<file path="src/rtl/cbt_pkg.sv">
// Package for the calculator-charset byte transcoder.
// Holds the mode codes, the translation record and the Greek code point table.
// No dependencies.
`default_nettype none

package cbt_pkg;

  localparam int ByteW = 8;
  localparam int ModeW = 2;
  localparam int AddrW = 3;
  localparam int DataW = 32;

  localparam logic [ModeW-1:0] MODE_ASCII  = 2'd0;
  localparam logic [ModeW-1:0] MODE_LATIN1 = 2'd1;
  localparam logic [ModeW-1:0] MODE_UTF8   = 2'd2;

  localparam logic [AddrW-3:0] REG_ENCODING_MODE = 1'b0;

  localparam logic [ByteW-1:0] UNDERSCORE  = 8'h5F;
  localparam logic [ByteW-1:0] GREEK_FIRST = 8'h80;
  localparam logic [ByteW-1:0] GREEK_END   = 8'h95;
  localparam logic [ByteW-1:0] HIGH_FIRST  = 8'hA0;

  // One translated input: no, one or two output bytes.
  typedef struct packed {
    logic [1:0]       count;
    logic [ByteW-1:0] b0;
    logic [ByteW-1:0] b1;
    logic             term;
  } xlat_t;

  // Greek code points for source bytes 0x80 to 0x94, indexed from 0x80.
  function automatic logic [10:0] greek_point(input logic [4:0] idx);
    logic [10:0] cp;
    begin
      unique case (idx)
        5'd0:    cp = 11'h3B1;
        5'd1:    cp = 11'h3B2;
        5'd2:    cp = 11'h393;
        5'd3:    cp = 11'h3B3;
        5'd4:    cp = 11'h394;
        5'd5:    cp = 11'h3B4;
        5'd6:    cp = 11'h3B5;
        5'd7:    cp = 11'h3B6;
        5'd8:    cp = 11'h3B8;
        5'd9:    cp = 11'h3BB;
        5'd10:   cp = 11'h3BE;
        5'd11:   cp = 11'h3A0;
        5'd12:   cp = 11'h3C0;
        5'd13:   cp = 11'h3C1;
        5'd14:   cp = 11'h3A3;
        5'd15:   cp = 11'h3C3;
        5'd16:   cp = 11'h3C4;
        5'd17:   cp = 11'h3D5;
        5'd18:   cp = 11'h3A8;
        5'd19:   cp = 11'h3A9;
        5'd20:   cp = 11'h3C9;
        default: cp = 11'h05F;
      endcase
      return cp;
    end
  endfunction

endpackage

`default_nettype wire

</file>
<file path="src/rtl/cbt_translate.sv">
// Combinational translation of one source byte under the current mode.
// Depends on cbt_pkg.
`default_nettype none

module cbt_translate (
  input  wire logic [cbt_pkg::ByteW-1:0] char_byte,
  input  wire logic [cbt_pkg::ModeW-1:0] mode,
  output cbt_pkg::xlat_t                 xlat
);
  import cbt_pkg::*;

  logic [10:0] cp;

  always_comb begin
    xlat = '0;
    cp   = {3'd0, char_byte};
    if (char_byte >= GREEK_FIRST && char_byte < GREEK_END) begin
      cp = greek_point(char_byte[4:0]);
    end else if (char_byte >= GREEK_END && char_byte < HIGH_FIRST) begin
      cp = {3'd0, UNDERSCORE};
    end
    if (mode == MODE_ASCII || mode == MODE_LATIN1 || mode == MODE_UTF8) begin
      xlat.count = 2'd1;
    end
    if (char_byte == '0) begin
      xlat.term = 1'b1;
    end else begin
      unique case (mode)
        MODE_ASCII: begin
          xlat.b0 = char_byte[7] ? UNDERSCORE : char_byte;
        end
        MODE_LATIN1: begin
          xlat.b0 = (char_byte >= GREEK_FIRST && char_byte < HIGH_FIRST)
                    ? UNDERSCORE : char_byte;
        end
        MODE_UTF8: begin
          if (cp < 11'h080) begin
            xlat.b0 = cp[7:0];
          end else begin
            xlat.count = 2'd2;
            xlat.b0    = {3'b110, cp[10:6]};
            xlat.b1    = {2'b10, cp[5:0]};
          end
        end
        default: begin
          xlat.count = 2'd0;
        end
      endcase
    end
  end

endmodule

`default_nettype wire

</file>
<file path="src/rtl/charset_byte_transcoder.sv">
// A request is held in the input register once accepted, moves into the result register
// when that is free, and its first output byte is offered from the result register;
// throughput is one request per cycle for one-byte results while out_ready stays high, and
// where UTF-8 gives two bytes the single output port offers them one after the other.
// Synchronous active-high reset empties both stages and sets encoding_mode to Latin1.
// Depends on cbt_pkg and cbt_translate.
`default_nettype none

module charset_byte_transcoder (
  input  wire logic                        clk,
  input  wire logic                        rst,
  // Byte request channel
  input  wire logic                        in_valid,
  output logic                             in_ready,
  input  wire logic [cbt_pkg::ByteW-1:0]   char_byte,
  // Output byte channel
  output logic                             out_valid,
  input  wire logic                        out_ready,
  output logic [cbt_pkg::ByteW-1:0]        out_byte,
  output logic                             last_of_run,
  output logic                             string_end,
  // Configuration port
  input  wire logic                        psel,
  input  wire logic                        penable,
  input  wire logic                        pwrite,
  input  wire logic [cbt_pkg::AddrW-1:0]   paddr,
  input  wire logic [cbt_pkg::DataW-1:0]   pwdata,
  output logic [cbt_pkg::DataW-1:0]        prdata,
  output logic                             pready
);
  import cbt_pkg::*;

  // Configuration register. The word index sits above the byte offset.
  logic [ModeW-1:0] mode;
  logic             cfg_write;

  assign pready    = 1'b1;
  assign cfg_write = psel && penable && pwrite && pready;

  always_ff @(posedge clk) begin
    if (rst) begin
      mode <= MODE_LATIN1;
    end else if (cfg_write && paddr[AddrW-1:2] == REG_ENCODING_MODE) begin
      mode <= pwdata[ModeW-1:0];
    end
  end

  always_comb begin
    prdata = '0;
    if (paddr[AddrW-1:2] == REG_ENCODING_MODE) begin
      prdata = {{(DataW-ModeW){1'b0}}, mode};
    end
  end

  // Input register: holds the accepted request byte until the result register is free.
  logic             req_valid;
  logic [ByteW-1:0] req_byte;

  // Result register: the translated bytes and which of them is on offer.
  logic             res_valid;
  logic             res_second;
  xlat_t            res;
  xlat_t            xlat;

  logic             res_done;
  logic             move;
  logic             in_fire;

  cbt_translate u_translate (
    .char_byte (req_byte),
    .mode      (mode),
    .xlat      (xlat)
  );

  // The result register frees when its last byte is taken, so a request moves
  // forward in that same cycle and the input register can take the next one.
  assign res_done = out_ready && last_of_run;
  assign move     = req_valid && (!res_valid || res_done);
  assign in_ready = !req_valid || move;
  assign in_fire  = in_valid && in_ready;

  always_ff @(posedge clk) begin
    if (rst) begin
      req_valid <= 1'b0;
    end else if (in_fire) begin
      req_valid <= 1'b1;
    end else if (move) begin
      req_valid <= 1'b0;
    end
  end

  always_ff @(posedge clk) begin
    if (in_fire) begin
      req_byte <= char_byte;
    end
  end

  // A request in the unused mode translates to no bytes and simply vanishes.
  always_ff @(posedge clk) begin
    if (rst) begin
      res_valid  <= 1'b0;
      res_second <= 1'b0;
    end else if (move) begin
      res_valid  <= (xlat.count != 2'd0);
      res_second <= 1'b0;
    end else if (res_valid && out_ready) begin
      if (last_of_run) begin
        res_valid  <= 1'b0;
        res_second <= 1'b0;
      end else begin
        res_second <= 1'b1;
      end
    end
  end

  always_ff @(posedge clk) begin
    if (move) begin
      res <= xlat;
    end
  end

  assign out_valid   = res_valid;
  assign out_byte    = res_second ? res.b1 : res.b0;
  assign last_of_run = (res.count != 2'd2) || res_second;
  assign string_end  = res.term;

`ifndef NO_ASSERTIONS
  // Only a two-byte result ever advances to its second byte.
  a_second_needs_two: assert property (@(posedge clk) disable iff (rst)
    (res_valid && res_second) |-> (res.count == 2'd2))
    else $error("second byte offered for a one-byte result");

  // The terminator is always a single zero byte.
  a_term_shape: assert property (@(posedge clk) disable iff (rst)
    (res_valid && string_end) |-> (last_of_run && out_byte == '0))
    else $error("malformed string terminator");

  // The first byte of a pair, once taken, is followed by the second byte.
  a_pair_follows: assert property (@(posedge clk) disable iff (rst)
    (res_valid && out_ready && !last_of_run) |=> (res_valid && res_second))
    else $error("second byte of a pair lost");

  // Reset leaves the mode at Latin1.
  a_reset_mode: assert property (@(posedge clk)
    rst |=> (mode == MODE_LATIN1))
    else $error("mode not Latin1 after reset");
`endif

endmodule

`default_nettype wire
</file>
<file path="config.mk">
export PLATFORM = sky130hd
export DESIGN_NAME = charset_byte_transcoder
export DESIGN_NICKNAME = d
export VERILOG_FILES = /design/src/rtl/cbt_pkg.sv /design/src/rtl/cbt_translate.sv /design/src/rtl/charset_byte_transcoder.sv
export SDC_FILE = /design/constraint.sdc
export NUM_CORES = 1
export LEC_CHECK = 0
export BUFFER_PORTS_ARGS = -buffer_cell sky130_fd_sc_hd__buf_2
export CORE_ASPECT_RATIO = 2
export CORE_MARGIN = 3
export CORE_UTILIZATION = 44
export CTS_CLUSTER_SIZE = 14
export DETAILED_ROUTE_END_ITERATION = 7
export GPL_ROUTABILITY_DRIVEN = 0
export PLACE_DENSITY = 0.76
export SYNTH_ARGS = -nofsm -noshare
export SYNTH_HDL_FRONTEND = slang
export SYNTH_SLANG_ARGS = --single-unit
</file>
<file path="constraint.sdc">
create_clock -name clk -period 2.1 [get_ports clk]
set_input_delay 0.21 -clock clk [delete_from_list [all_inputs] [get_ports clk]]
set_output_delay 0.21 -clock clk [all_outputs]
set_load 0.005 [all_outputs]
</file>
## Yosys cells after proc, flatten, opt, wreduce, memory -nomap -nowiden

Memory sizes are Yosys's and may differ from the RTL's. A register that Yosys moved wholly into a read port is not among the register bits.
Index checks and enable logic that the tools add are counted.

- Memories: 1
- Input port bits: 50
- Logic and storage cells: 71
- Output and inout port bits: 45
- Memory bits (read-only): 320
- Bits in registers: 32

- $lt $le $gt $ge: 5
- Equality and inequality tests: 3
- Muxes and demuxes: 22
- Bitwise operators: 2
- Reduce and logical (&&, ||, !) cells: 28

Memories:

| memory | words | bits a word | read ports | clocked after memory_dff | write ports | line | RTL |
|---|---|---|---|---|---|---|---|
| (name not given) | 32 | 10 | 1 | 1 | 0 | cbt_pkg.sv:36 | `unique case (idx)` |

Operator list:

| kind | number |
|---|---|
| two-way mux 8 bit | 6 |
| case mux 8 bit (3 select lines) | 1 |
| two-way mux 18 bit | 1 |
| >= comparator 8 bit (second input constant) | 2 |
| less-than comparator 8 bit (second input constant) | 2 |
| less-than comparator 11 x 8 -> 1 bit (second input constant) | 1 |
| two-way mux 11 bit | 1 |
| logical AND 1 bit | 10 |
| logical NOT 8 bit | 1 |
| two-way mux 1 bit | 8 |
| nonzero test 2 bit | 4 |
| two-way mux 7 bit | 1 |
| OR reduction 2 bit | 3 |
| logical OR 1 bit | 5 |
| two-way mux 5 bit | 1 |
| two-way mux 2 bit | 2 |
| case mux 2 bit (2 select lines) | 1 |
| OR reduction 3 bit | 1 |
| equality test 2 x 1 -> 1 bit (second input constant) | 1 |
| equality test 2 bit (second input constant) | 1 |
| logical NOT 1 bit | 2 |
| logical NOT 2 bit | 1 |
| inequality test 2 bit (second input constant) | 1 |
| NOT 1 bit | 2 |
| AND reduction 2 bit | 1 |

## Longest topological paths before layout

- Depth in word-level cells: 10
- Gate-level depth with buffers: 9
- Depth with buffers taken out: 8

## By module

From an unflattened synthesis, not the netlist that was laid out.

- Cells, all modules: 215
- Area, all modules: 2189.6 um^2

Modules (own cells, without submodules):

| module | instances | area an instance (um^2) | cells each |
|---|---|---|---|
| charset_byte_transcoder | 1 | 1473.9 | 102 |
| cbt_translate | 1 | 715.7 | 113 |

## Worst setup path after synthesis

No wires, ideal clock.

- Path type: register -> register
- Start: register res[17] (netlist bit)
- End: register with a tool-made name
- Period minus slack after synthesis: 2.303 ns
- Setup time: 0.134 ns
- Arrival time: 2.168 ns
- Stages on the path, launching flop included: 8
- Required time: 1.966 ns
- Setup slack: -0.203 ns
- Cells stage by stage: edfxtp_1 nor3b_4 o21ai_4 mux2i_1 ha_1 or3_1 a21oi_1 o221ai_1

RTL lines:

| item | line | RTL |
|---|---|---|
| start: declaration | charset_byte_transcoder.sv:62 | `xlat_t res;` |
| start signal: assignment | charset_byte_transcoder.sv:118 | `res <= xlat;` |

==> results list <==
- Placeable core region: 5230 sq um
- Final setup violation count: 0
* Clock sink count: 39
- Entering global routing, the biggest net connects 19 pins.
- In this run the cell area measured after placement is 2680 sq um.
- The detailed router placed 1994 vias in this run.
- At the worst endpoint, the arrival time is 2250 ps.
* Final non-filler cell area: 2860 sq um
- Quantity of I/O buffers inserted on ports: 31
- Once the floorplan was initialized, standard cells occupied 46.6% of the core.
* Antenna diode count: 0
- The critical path is of the reg -> reg type.
- For this run, the number of Yosys warnings is 0.
- Register clock-pin slew on the reported worst setup and hold paths: 80 ps
- Number of search-and-repair iterations in the first detailed-routing pass: 4
- Root Driver: sky130_fd_sc_hd__clkbuf_8
- After Yosys synthesis, and, or, nand and nor cells account for 13.7% of the synthesized area.
- Leading cell type by number of instances after synthesis: sky130_fd_sc_hd__buf_4
- After synthesis, the share of flip-flops with an asynchronous set or reset is 0%.
- The HPWL after detailed placement is 4.00 mm.
- The floorplan has 37 rows.
- The slowest stage of the critical path is the sky130_fd_sc_hd__edfxtp_1 cell.
- In this run the worst hold path is classified as in -> reg.
- CTS Hold Buffers Added: 0
- The die is 58.6 um wide.
- Status: complete, no violations
- Global-route wire length before repair: 8.29 mm
* Share of final-layout standard cells stronger than drive strength 1: 33.3%
* TritonCTS clock tree: yes
* Latest clock arrival within the worst-skew pair: 300 ps
- The clock arrives with 5.41 ps of skew.
- Count of pins over their slew limit: 0
- The tool flagged a number of max-cap violations equal to 0.
* Post-Synthesis Cell Area: 2440 sq um
- F_max: 484 MHz
- The worst-case IR drop observed on VDD is 0.508 mV.
- Category of the worst setup path launch point: flip-flop
- Dividing total power by cell area gives a power density of 636 nW/um^2.
- Summing the areas of all compound-gate instances in the mapped netlist gives 20.2% of the synthesized area.
* Cell type contributing the most total cell area after synthesis: sky130_fd_sc_hd__edfxtp_1
- Detailed-route wire length: 5.15 mm
* Post-DR vias/cell: 5.62
- Synthesis produced 244 cells.
- Fraction of synthesized area in multiplexers: 6.98%
- After detailed routing, the number of remaining DRC violations is 0.
* Dominant combinational cell family by area after synthesis: compound AO/OA/AOI/OAI gates
- After Yosys synthesis, XOR and XNOR cells account for 0% of the synthesized area.
- Final count of hold timing violations: 0
- For this design the static power due to leakage is 1.21 nW.
- Time the worst path needs with I/O delays and setup: 2070 ps
- Of all nets on the critical path, the largest fanout is 5.
- Yosys attributes the largest share of cell area to sky130_fd_sc_hd__edfxtp_1, sky130_fd_sc_hd__dfxtp_1, sky130_fd_sc_hd__buf_4.
* Arithmetic-cell share of the synthesized area counting full adders, half adders and majority gates: 3.08%
- Sequential element share of the synthesized area: 42.7%
- Slowest cell delay on critical path: 420 ps
- For this run the aggregate overflow at the end of global routing stands at 0.
- The most used flip-flop cell after synthesis is sky130_fd_sc_hd__edfxtp_1.
- The longest clock path from root to sink contains 2 buffers.
* Antenna violations before repair: 0
- Portion of the clock cycle consumed by the worst path in the final layout: 98.4%
- Number of enable-type register cells in the synthesized netlist: 26
* DRC marker count from the first detailed-route iteration: 69
- Setup slack at placement: 0.359 ps
- In the global route stage, overall resource usage came out at 16.3%.
- H-tree level count: 2
* Die height: 111 um
- The critical path goes through nor3b_4 > o21ai_4 > mux2i_4 > ha_4 > or3_4 > a21oi_2 > o221ai_2.
- FF+latch count, synth: 39
* Post-route worst setup slack: 32.6 ps
* Final layout net count: 352
- By count the netlist is led by sky130_fd_sc_hd__buf_4, sky130_fd_sc_hd__edfxtp_1, sky130_fd_sc_hd__a21oi_1, sky130_fd_sc_hd__o21ai_0, sky130_fd_sc_hd__nor2_1.
- The worst setup path is captured at a flip-flop.
- In this run, CTS created clock tree buffers numbering 5.
- Yosys cell types: 55
- Area Growth Syn to Fin: 17.2%
* Synthesized area per cell: 9.99 sq um
- Post-DR wirelength/cell: 14.5 um
- In this run the remaining antenna-violating nets after routing total 0.
* Required time reported for the critical path endpoint: 2280 ps
* Total I/O pin count: 95
* Post-synth top area share: 32.0%
- Setup repair after global routing could not meet its margin everywhere.
- Die Outline Area: 6530 sq um
- The number of global-route vias before repair was 1813.
metal layers:
metal	global-route usage [%]	part of all wire (%)	vias up
li1	-	-	940
met1	14.9	33	966
met2	31.8	59	79
met3	2.56	5.2	9
met4	8.02	2.5	0
met5	0	0	-
where the power goes:
group | internal, mW | total, mW | switching (mW) | leakage, nW
registers | 0.881 | 0.907 | 0.0259 | 0.357
logic | 0.175 | 0.393 | 0.219 | 0.806
clock network | 0.238 | 0.518 | 0.280 | 0.0451
repair_timing:
action | in CTS | in global routing
endpoints found under the setup margin | 1 | 23
pin swaps | 1 | 9
buffers inserted | 0 | 3
hold endpoints to repair | 0 | 0
gates resized for setup | 0 | 13
kinds of logic (layout without fill, tap and decap cells):
family,count (synthesis),after routing
adders and majority gates,6,6
buffers and inverters,50,74
AOI/OAI and AO/OA,69,69
DFF,39,39
and+or+nand+nor,62,62
muxes,16,16
other,2,31
final cells by class:
| cell class | count | area (sq um) |
|---|---|---|
| clock buffer | 5 | 68.8 |
| clock inverter | 3 | 22.5 |
| fill | 486 | 2370 |
| inverter | 9 | 33.8 |
| multi-input combinational | 184 | 1270 |
| sequential | 39 | 1040 |
| tap | 58 | 72.6 |
| timing repair buffer | 57 | 354 |
final timing paths:
path	startpoint	endpoint	slack, ps	cells past startpoint
setup / recovery	res[17]	flip-flop	30	7
hold / removal	char_byte[6]	req_byte[6]	80	1
setup reg to reg	res[17]	flip-flop	30	7
hold reg to reg	req_valid	out_valid	620	3
per-stage QoR:
| step | hold WS [ps] | cells | total power, mW | utilization (%) | TNS [ps] |
|---|---|---|---|---|---|
| floorplan | 279 | 273 | 1.19 | - | -74.6 |
| global placement | 388 | 344 | 1.26 | 51.2 | 0 |
| detailed placement | 388 | 344 | 1.27 | 51.2 | 0 |
| CTS | 69.1 | 352 | 1.79 | 53.0 | 0 |
| global route | 67.3 | 355 | 1.90 | 54.7 | -92.6 |
| finish | 76.5 | 355 | 1.82 | 54.7 | 0 |
placed cells by master, fill, tap and decap left out, types with 2 or more instances in the layout:
cell,count
sky130_fd_sc_hd__o211ai_1,3
sky130_fd_sc_hd__inv_2,2
sky130_fd_sc_hd__inv_1,7
sky130_fd_sc_hd__conb_1,31
sky130_fd_sc_hd__edfxtp_1,26
sky130_fd_sc_hd__o211a_1,2
sky130_fd_sc_hd__a21oi_2,2
sky130_fd_sc_hd__nand2_1,13
sky130_fd_sc_hd__ha_1,4
sky130_fd_sc_hd__nand3_1,5
sky130_fd_sc_hd__o32a_1,2
sky130_fd_sc_hd__and2_1,3
sky130_fd_sc_hd__a21oi_1,14
sky130_fd_sc_hd__a32oi_1,2
sky130_fd_sc_hd__mux2i_1,7
sky130_fd_sc_hd__clkbuf_8,5
sky130_fd_sc_hd__nor2_1,16
sky130_fd_sc_hd__dfxtp_1,13
sky130_fd_sc_hd__buf_2,31
sky130_fd_sc_hd__buf_4,25
sky130_fd_sc_hd__nand4_1,2
sky130_fd_sc_hd__o21a_1,4
sky130_fd_sc_hd__and3_1,6
sky130_fd_sc_hd__a31o_2,2
sky130_fd_sc_hd__a22oi_1,2
sky130_fd_sc_hd__o21ai_0,17
sky130_fd_sc_hd__mux2_2,8
sky130_fd_sc_hd__nor2b_1,3
sky130_fd_sc_hd__o21ai_1,2
critical path: cells and delay by family, from the launching register on:
family	cells	cell delay, ps
and+or+nand+nor	2	700
DFF	1	420
AOI/OAI and AO/OA	3	380
adders and majority gates	1	230
muxes	1	220
Power figures use the tool's default switching activity.
